$ cat config.mk
export PLATFORM = sky130hd
export DESIGN_NAME = dominance_query_engine_2d
export DESIGN_NICKNAME = d
export VERILOG_FILES = /design/src/rtl/dqe_pkg.sv /design/src/rtl/dominance_query_engine_2d.sv /design/src/rtl/dqe_table.sv /design/src/rtl/dqe_cmp.sv /design/src/rtl/dqe_ctrl.sv
export SDC_FILE = /design/constraint.sdc
export NUM_CORES = 2
export LEC_CHECK = 0
export BUFFER_PORTS_ARGS = -buffer_cell sky130_fd_sc_hd__buf_2
export CAP_MARGIN = 20
export CORE_ASPECT_RATIO = 0.8
export CORE_MARGIN = 10
export CORE_UTILIZATION = 50
export DETAILED_ROUTE_END_ITERATION = 8
export GPL_TIMING_DRIVEN = 0
export PLACE_DENSITY = 0.68
export SYNTH_ARGS = -nofsm -noshare
export SYNTH_HDL_FRONTEND = slang
export SYNTH_SLANG_ARGS = --single-unit
$ cat constraint.sdc
create_clock -name clk -period 4.8 [get_ports clk]
set_input_delay 0 -clock clk [delete_from_list [all_inputs] [get_ports clk]]
set_output_delay 0 -clock clk [all_outputs]
set_load 0.01 [all_outputs]
$ cat src/rtl/dqe_pkg.sv
package dqe_pkg;

  localparam int unsigned COORD_W = 16;
  localparam int unsigned TAG_W   = 8;
  localparam int unsigned KIND_W  = 3;
  localparam int unsigned CNT_W   = 6;

  // Request codes
  localparam logic [1:0] REQ_INSERT = 2'd0;
  localparam logic [1:0] REQ_QUERY  = 2'd1;
  localparam logic [1:0] REQ_CLEAR  = 2'd2;

  // Result kinds
  localparam logic [KIND_W-1:0] KIND_POINT  = 3'd0;
  localparam logic [KIND_W-1:0] KIND_DONE   = 3'd1;
  localparam logic [KIND_W-1:0] KIND_ACCEPT = 3'd2;
  localparam logic [KIND_W-1:0] KIND_FULL   = 3'd3;
  localparam logic [KIND_W-1:0] KIND_CLEAR  = 3'd4;

  typedef enum logic [1:0] {
    ST_IDLE,
    ST_INS,
    ST_QRY,
    ST_RESP
  } state_t;

  typedef struct packed {
    logic signed [COORD_W-1:0] y;
    logic signed [COORD_W-1:0] z;
    logic [TAG_W-1:0]          tag;
  } entry_t;

  typedef struct packed {
    logic [KIND_W-1:0] kind;
    logic [TAG_W-1:0]  tag;
    logic [CNT_W-1:0]  count;
    logic              last;
  } result_t;

endpackage

$ cat src/rtl/dominance_query_engine_2d.sv
// Two-dimensional dominance query engine. Holds up to MAX_POINTS points
// (signed Q8.8 y and z plus an 8-bit tag) in a table with one read and one
// write port, kept in y order. An insert walks down from the top of the table,
// moving each entry with larger y up by one slot, and answers accepted or
// full. A query walks up from the bottom, stops at the first y above bound_y,
// reports the tag of each visited point with z at or below bound_z and closes
// with a done transaction carrying the count; clear empties the table in one
// step. One request is in progress at a time and req_stall is high meanwhile.
// The table delivers one entry per cycle through one shared compare unit,
// except where a stall on the result side holds the query walk at a point to
// be reported or holds the final response; an unused request code is dropped
// without a result. Results leave through an output register, so a new
// request is taken while the last result still waits.
module dominance_query_engine_2d #(
  parameter int unsigned MAX_POINTS = 32
) (
  input  logic                               clk,
  input  logic                               rst,
  input  logic                               req_valid,
  output logic                               req_stall,
  input  logic [1:0]                         req_type,
  input  logic signed [dqe_pkg::COORD_W-1:0] point_y,
  input  logic signed [dqe_pkg::COORD_W-1:0] point_z,
  input  logic [dqe_pkg::TAG_W-1:0]          point_tag,
  input  logic signed [dqe_pkg::COORD_W-1:0] bound_y,
  input  logic signed [dqe_pkg::COORD_W-1:0] bound_z,
  output logic                               rsp_valid,
  input  logic                               rsp_stall,
  output logic [dqe_pkg::KIND_W-1:0]         result_kind,
  output logic [dqe_pkg::TAG_W-1:0]          reported_tag,
  output logic [dqe_pkg::CNT_W-1:0]          reported_count,
  output logic                               last
);

  // Table address and point count widths
  localparam int unsigned AW = (MAX_POINTS > 1) ? $clog2(MAX_POINTS) : 1;
  localparam int unsigned CW = $clog2(MAX_POINTS + 1);

  logic             res_valid;
  logic             res_ready;
  dqe_pkg::result_t res;
  dqe_pkg::result_t out_q;

  dqe_ctrl #(.MAX_POINTS(MAX_POINTS), .AW(AW), .CW(CW)) u_ctrl (
    .clk       (clk),
    .rst       (rst),
    .req_valid (req_valid),
    .req_stall (req_stall),
    .req_type  (req_type),
    .point_y   (point_y),
    .point_z   (point_z),
    .point_tag (point_tag),
    .bound_y   (bound_y),
    .bound_z   (bound_z),
    .res_valid (res_valid),
    .res_ready (res_ready),
    .res       (res)
  );

  // Output register: load when empty or draining this cycle
  assign res_ready = !rsp_valid || !rsp_stall;

  always_ff @(posedge clk) begin
    if (rst) begin
      rsp_valid <= 1'b0;
    end else if (res_ready) begin
      rsp_valid <= res_valid;
    end
  end

  // Hold the payload while stalled
  always_ff @(posedge clk) begin
    if (res_ready && res_valid) begin
      out_q <= res;
    end
  end

  assign result_kind    = out_q.kind;
  assign reported_tag   = out_q.tag;
  assign reported_count = out_q.count;
  assign last           = out_q.last;

endmodule

$ cat src/rtl/dqe_table.sv
module dqe_table #(
  parameter int unsigned DEPTH = 32,
  parameter int unsigned AW    = 5
) (
  input  logic                clk,
  input  logic                wr_en,
  input  logic [AW-1:0]       wr_addr,
  input  dqe_pkg::entry_t     wr_data,
  input  logic                rd_en,
  input  logic [AW-1:0]       rd_addr,
  output dqe_pkg::entry_t     rd_data
);

  dqe_pkg::entry_t mem [DEPTH];

  always_ff @(posedge clk) begin
    if (wr_en) begin
      mem[wr_addr] <= wr_data;
    end
  end

  // Read data holds while rd_en is low
  always_ff @(posedge clk) begin
    if (rd_en) begin
      rd_data <= mem[rd_addr];
    end
  end

endmodule

$ cat src/rtl/dqe_cmp.sv
module dqe_cmp (
  input  logic signed [dqe_pkg::COORD_W-1:0] entry_y,
  input  logic signed [dqe_pkg::COORD_W-1:0] entry_z,
  input  logic signed [dqe_pkg::COORD_W-1:0] key_y,
  input  logic signed [dqe_pkg::COORD_W-1:0] key_z,
  output logic                               y_gt,
  output logic                               z_gt
);

  // Signed compare of one stored entry against the current key pair
  assign y_gt = $signed(entry_y) > $signed(key_y);
  assign z_gt = $signed(entry_z) > $signed(key_z);

endmodule

$ cat src/rtl/dqe_ctrl.sv
module dqe_ctrl #(
  parameter int unsigned MAX_POINTS = 32,
  parameter int unsigned AW         = 5,
  parameter int unsigned CW         = 6
) (
  input  logic                               clk,
  input  logic                               rst,
  input  logic                               req_valid,
  output logic                               req_stall,
  input  logic [1:0]                         req_type,
  input  logic signed [dqe_pkg::COORD_W-1:0] point_y,
  input  logic signed [dqe_pkg::COORD_W-1:0] point_z,
  input  logic [dqe_pkg::TAG_W-1:0]          point_tag,
  input  logic signed [dqe_pkg::COORD_W-1:0] bound_y,
  input  logic signed [dqe_pkg::COORD_W-1:0] bound_z,
  output logic                               res_valid,
  input  logic                               res_ready,
  output dqe_pkg::result_t                   res
);

  dqe_pkg::state_t state, state_next;
  logic [CW-1:0] point_count, point_count_next;
  logic [CW-1:0] p, p_next;
  logic [CW-1:0] idx, idx_next;
  logic [CW-1:0] rep, rep_next;
  logic signed [dqe_pkg::COORD_W-1:0] key_y, key_y_next;
  logic signed [dqe_pkg::COORD_W-1:0] key_z, key_z_next;
  logic [dqe_pkg::TAG_W-1:0] new_tag, new_tag_next;
  logic [dqe_pkg::KIND_W-1:0] resp_kind, resp_kind_next;

  logic            rd_en, wr_en;
  logic [AW-1:0]   rd_addr, wr_addr;
  dqe_pkg::entry_t rd_data, wr_data;
  logic            y_gt, z_gt;
  logic [CW-1:0]   cnt_m1, p_m1, p_m2, idx_inc;

  dqe_table #(.DEPTH(MAX_POINTS), .AW(AW)) u_table (
    .clk     (clk),
    .wr_en   (wr_en),
    .wr_addr (wr_addr),
    .wr_data (wr_data),
    .rd_en   (rd_en),
    .rd_addr (rd_addr),
    .rd_data (rd_data)
  );

  dqe_cmp u_cmp (
    .entry_y (rd_data.y),
    .entry_z (rd_data.z),
    .key_y   (key_y),
    .key_z   (key_z),
    .y_gt    (y_gt),
    .z_gt    (z_gt)
  );

  assign cnt_m1  = point_count - CW'(1);
  assign p_m1    = p - CW'(1);
  assign p_m2    = p - CW'(2);
  assign idx_inc = idx + CW'(1);

  always_ff @(posedge clk) begin
    if (rst) begin
      state       <= dqe_pkg::ST_IDLE;
      point_count <= '0;
    end else begin
      state       <= state_next;
      point_count <= point_count_next;
    end
  end

  always_ff @(posedge clk) begin
    p         <= p_next;
    idx       <= idx_next;
    rep       <= rep_next;
    key_y     <= key_y_next;
    key_z     <= key_z_next;
    new_tag   <= new_tag_next;
    resp_kind <= resp_kind_next;
  end

  always_comb begin
    state_next       = state;
    point_count_next = point_count;
    p_next           = p;
    idx_next         = idx;
    rep_next         = rep;
    key_y_next       = key_y;
    key_z_next       = key_z;
    new_tag_next     = new_tag;
    resp_kind_next   = resp_kind;
    rd_en            = 1'b0;
    rd_addr          = '0;
    wr_en            = 1'b0;
    wr_addr          = '0;
    wr_data          = '{y: key_y, z: key_z, tag: new_tag};
    res_valid        = 1'b0;
    res              = '0;
    req_stall        = (state != dqe_pkg::ST_IDLE);

    unique case (state)
      dqe_pkg::ST_IDLE: begin
        if (req_valid) begin
          unique case (req_type)
            dqe_pkg::REQ_INSERT: begin
              key_y_next   = point_y;
              key_z_next   = point_z;
              new_tag_next = point_tag;
              if (point_count == CW'(MAX_POINTS)) begin
                resp_kind_next = dqe_pkg::KIND_FULL;
                state_next     = dqe_pkg::ST_RESP;
              end else begin
                p_next     = point_count;
                state_next = dqe_pkg::ST_INS;
                if (point_count != '0) begin
                  rd_en   = 1'b1;
                  rd_addr = cnt_m1[AW-1:0];
                end
              end
            end
            dqe_pkg::REQ_QUERY: begin
              key_y_next = bound_y;
              key_z_next = bound_z;
              rep_next   = '0;
              idx_next   = '0;
              if (point_count == '0) begin
                resp_kind_next = dqe_pkg::KIND_DONE;
                state_next     = dqe_pkg::ST_RESP;
              end else begin
                rd_en      = 1'b1;
                rd_addr    = '0;
                state_next = dqe_pkg::ST_QRY;
              end
            end
            dqe_pkg::REQ_CLEAR: begin
              point_count_next = '0;
              resp_kind_next   = dqe_pkg::KIND_CLEAR;
              state_next       = dqe_pkg::ST_RESP;
            end
            default: begin
              // drop the unused code
            end
          endcase
        end
      end

      dqe_pkg::ST_INS: begin
        // rd_data holds entry p-1 whenever p is non-zero
        if (p != '0 && y_gt) begin
          wr_en   = 1'b1;
          wr_addr = p[AW-1:0];
          wr_data = rd_data;
          p_next  = p_m1;
          if (p > CW'(1)) begin
            rd_en   = 1'b1;
            rd_addr = p_m2[AW-1:0];
          end
        end else begin
          wr_en            = 1'b1;
          wr_addr          = p[AW-1:0];
          point_count_next = point_count + CW'(1);
          resp_kind_next   = dqe_pkg::KIND_ACCEPT;
          state_next       = dqe_pkg::ST_RESP;
        end
      end

      dqe_pkg::ST_QRY: begin
        // rd_data holds entry idx
        if (y_gt) begin
          resp_kind_next = dqe_pkg::KIND_DONE;
          state_next     = dqe_pkg::ST_RESP;
        end else if (z_gt || res_ready) begin
          if (!z_gt) begin
            res_valid = 1'b1;
            res       = '{kind: dqe_pkg::KIND_POINT, tag: rd_data.tag,
                          count: '0, last: 1'b0};
            rep_next  = rep + CW'(1);
          end
          if (idx_inc == point_count) begin
            resp_kind_next = dqe_pkg::KIND_DONE;
            state_next     = dqe_pkg::ST_RESP;
          end else begin
            rd_en    = 1'b1;
            rd_addr  = idx_inc[AW-1:0];
            idx_next = idx_inc;
          end
        end
      end

      dqe_pkg::ST_RESP: begin
        res_valid = 1'b1;
        res.kind  = resp_kind;
        res.count = (resp_kind == dqe_pkg::KIND_DONE) ? dqe_pkg::CNT_W'(rep) : '0;
        res.last  = 1'b1;
        if (res_ready) begin
          state_next = dqe_pkg::ST_IDLE;
        end
      end

      default: begin
        state_next = dqe_pkg::ST_IDLE;
      end
    endcase
  end

  a_count_bound: assert property (@(posedge clk) disable iff (rst)
    point_count <= CW'(MAX_POINTS))
    else $error("point count beyond table size");

  a_rep_bound: assert property (@(posedge clk) disable iff (rst)
    (state == dqe_pkg::ST_QRY) |-> (rep <= idx && idx < point_count))
    else $error("query walk out of range");

  a_idle_quiet: assert property (@(posedge clk) disable iff (rst)
    (state == dqe_pkg::ST_IDLE) |-> (!res_valid && !wr_en))
    else $error("activity while idle");

  a_ins_addr: assert property (@(posedge clk) disable iff (rst)
    wr_en |-> (state == dqe_pkg::ST_INS && p <= point_count))
    else $error("table write outside insert");

endmodule
==> qor.csv <==
stage;metric;value;unit
power;Sequential Power Share;40.5;%
placed_design;Place WS;-1.36;ns
synth;Post-synth top flop;edfxtp_1;
route;Vias/cell;6.33;
cells_and_area;layout cells sized above 1;22.8;%
sta;final hold viol count;0;
sta;fmax;206;MHz
synth;Post-synth EDFFs;1399;
cts;worst-skew pair later-pin latency;0.77;ns
synth;Ys Warns;0;
power;Psw;12.9;mW
sta;fin worst setup slack;-0.0660;ns
route;antenna violation net count after detailed routing;0;
cts;CTS tree;yes;
critical_path;Crit Path Class;reg2reg;
cts;Max Root-Sink Buffers;3;
placed_design;Post-DP HPWL;122000;um
global_routing;largest net degree at the start of global routing;33;
hold_path;Hold Path Stages;3;
cts;Num Clock Sinks;1408;
sta;Final Critical Period;4.87;ns
synth;Synth top area share;72.1;%
synth;fraction of registers with async set/reset;0;%
critical_path;Critical Path RT;5.32;ns
sta;Hold WS;0.0721;ns
cts;H-Tree Depth;4;
placed_design;RePlAce Congestion;0.927;
synth;Synth cell types;79;
power;sw frac;34.1;%
global_routing;initial antenna violation count;9;
synth;Avg Cell Area, Syn;15.6;um^2
cts;Num CTS Buffers;135;
route;TritonRoute pass-1 iters;6;
power;PwrDens;556;nW/um^2
outcome;failing checks;negative setup slack;
synth;#FFs+latches synth;1408;
synth;post-synth top area cell;edfxtp_1;
floorplan;Initial Utilization;50.6;%
placed_design;I/O Buffers;97;
power;combinational share of power;31.3;%
global_routing;global-route usage over all layers;26.2;%
cells_and_area;nets@finish;4258;
synth;top post-synthesis cells by area;edfxtp_1 72%, mux2i_1 4.1%, mux2_2 2.7%;
cts;root buffer cell;clkbuf_16;
critical_path;Worst setup SP type;register;
critical_path;crit path DAT;5.39;ns
route;DRC Markers;0;
route;DR iter-0 viols;5870;
critical_path;crit-path max FO;10;
global_routing;first-pass GRT wire length;248000;um
outcome;status;finished, violations left;
floorplan;# IOs;98;
sta;worst rel slew slack;16.9;%
critical_path;R2R depth;15;
sta;RSZ-0062 raised after global routing;yes;
sta;endpoints failing setup;5;
route;wire per inst;30.5;um
global_routing;vias in the first global route;34900;
synth;Post-synth top cells;1,399 x edfxtp_1, 249 x nor3_1, 241 x mux2i_1, 236 x nand2_1, 234 x nor2_1;
power;internal power;25.0;mW
sta;setup tns final;-0.225;ns
cells_and_area;Filler cells;8462;
global_routing;total grt overflow;0;
floorplan;DIE AREA;131000;um^2
power;Clock power frac;28.2;%
floorplan;Die Ht;325;um
sta;crit share post-route;101;%
route;drt total wl;176000;um
cells_and_area;Area growth syn-to-layout;17.2;%
placed_design;dpl cells;5414;
synth;top-count cell post-synth;edfxtp_1;
critical_path;crit end category;register;
floorplan;core area;115000;um^2
route;via count;36500;
synth;Mapped Area;58300;um^2
power;peak supply drop;0.000299;V
sta;final worst clock skew;0.0348;ns
hold_path;Hold Path Class;in2reg;
power;Leak;23.2;nW
floorplan;Die Width;402;um
sta;Slew @ Worst Pin;1.25;ns
synth;cell count after synthesis;3731;
flow_run;max_cap viols;0;
floorplan;num rows;111;
cells_and_area;final cell count without fillers;5765;
synth;sequential area share after synthesis;72.4;%
synth;post-synthesis net count;3859;
sta;max-slew violations;0;
cts;clock-pin slew on the worst setup and hold paths;0.06;ns
[final timing paths]
kind	from	slack [ns]	to
max	u_ctrl.u_table.rd_data[39]$_DFFE_PP_	-0.07	u_ctrl.u_table.rd_data[6]$_DFFE_PP_
min	bound_y[9]	0.07	u_ctrl.key_y[9]$_DFFE_PP_
max reg2reg	u_ctrl.u_table.rd_data[39]$_DFFE_PP_	-0.07	u_ctrl.u_table.rd_data[6]$_DFFE_PP_
min reg2reg	u_ctrl.resp_kind[0]$_DFFE_PP_	0.54	result_kind[0]$_SDFFCE_PN0P_
[registers in the layout, indices dropped and copies added (netlist names)]
register	flops
reported_tag	8
result_kind	3
reported_count	6
u_ctrl.idx	6
u_ctrl.rep	6
u_ctrl.p	6
u_ctrl.point_count	6
u_ctrl.u_table.rd_data	40
u_ctrl.u_table.mem	1280
u_ctrl.resp_kind	3
rsp_valid	1
u_ctrl.key_y	16
u_ctrl.state	2
u_ctrl.key_z	16
last	1
u_ctrl.new_tag	8
[cell families (layout without fill, tap and decap cells)]
family / after synthesis / after routing / synth area share (%)
other: 0 / 5 / 0
flip-flops: 1408 / 1408 / 72.4
multiplexers: 422 / 422 / 8.41
XOR/XNOR: 29 / 29 / 0.460
adder cells (fa/ha/maj): 50 / 50 / 1.07
buffers and inverters: 329 / 833 / 2.78
AO/OA/AOI/OAI: 611 / 611 / 7.95
AND/OR/NAND/NOR: 882 / 882 / 6.91
[routing by layer]
metal	vias up	part of all wire, %	GRT usage [%]
met5	-	0.023	0
met4	6	3.2	8.79
met3	348	14	8.52
met2	2538	42	37.4
met1	18300	40	37.6
li1	15300	-	-
[area by class of cell]
cell class | instances | area, um^2 | area share [%]
multi-input cells | 1994 | 15100 | 22.2
clock buffers | 176 | 3680 | 5.39
flip-flops and latches | 1408 | 42200 | 61.8
diodes | 5 | 12.5 | 0.0183
inverters | 91 | 342 | 0.500
clock inverters | 66 | 679 | 0.995
well taps | 1525 | 1910 | 2.79
plain buffers | 237 | 1610 | 2.35
repair buffers | 263 | 2750 | 4.02
[power groups by stage]
| stage | Combinational [mW] | Clock, mW | Sequential, mW |
|---|---|---|---|
| floorplan | 6.46 | 0 | 15.6 |
| CTS | 11.3 | 10.7 | 15.4 |
| global placement | 10.3 | 0 | 15.7 |
| detailed placement | 10.9 | 0 | 15.6 |
| finish | 11.9 | 10.7 | 15.4 |
| global route | 12.3 | 11.2 | 15.4 |
[worst max-delay path: stages (launching register included)]
cell      delay [ns]
edfxtp_1        0.55
ha_4            0.36
nand4_1         0.22
nor3_4          0.21
buf_4           0.18
o41ai_2         0.08
buf_4           0.20
a211o_1         0.34
buf_6           0.19
or3_1           0.47
a31oi_4         0.44
nor2_2          0.19
buf_8           0.21
clkbuf_2        0.31
a32o_1          0.32
a211oi_2        0.30
[cells in the final DEF, fill, tap and decap left out, types with 21 or more instances in the layout]
cell              n
edfxtp_1       1399
nor3_1          244
mux2i_1         241
nand2_1         235
nor2_1          196
a21oi_1         144
clkbuf_16       142
mux2_2          141
buf_2           133
inv_1            90
dlygate4sd3_1    87
or2_2            83
clkbuf_1         82
o21ai_0          78
a22oi_1          77
buf_12           54
buf_4            50
clkbuf_2         50
ha_1             48
a32oi_1          45
mux4_2           40
a211oi_2         38
a31oi_1          38
nor2_4           34
o22ai_1          34
a32o_1           34
clkinv_1         26
a2111oi_2        26
clkbuf_4         25
and2_1           21
[through the flow]
step                      instance area, um^2  utilization, %  power (mW)
after global placement                  60700            52.7        26.0
after detailed placement                62200            54.0        26.5
after floorplan                         58300               -        22.0
after global routing                    68300            59.3        39.0
after CTS                               67900            58.9        37.4
final                                   68300            59.3        38.0
[timing repair]
| item | in CTS | in global routing |
|---|---|---|
| hold endpoints to repair | 70 | 0 |
| resized for setup | 118 | 110 |
| pin swaps | 9 | 17 |
| hold buffers | 87 | 0 |
| setup buffers | 10 | 6 |
| setup endpoints to repair | 101 | 50 |
(Power assumes the default switching activity.)
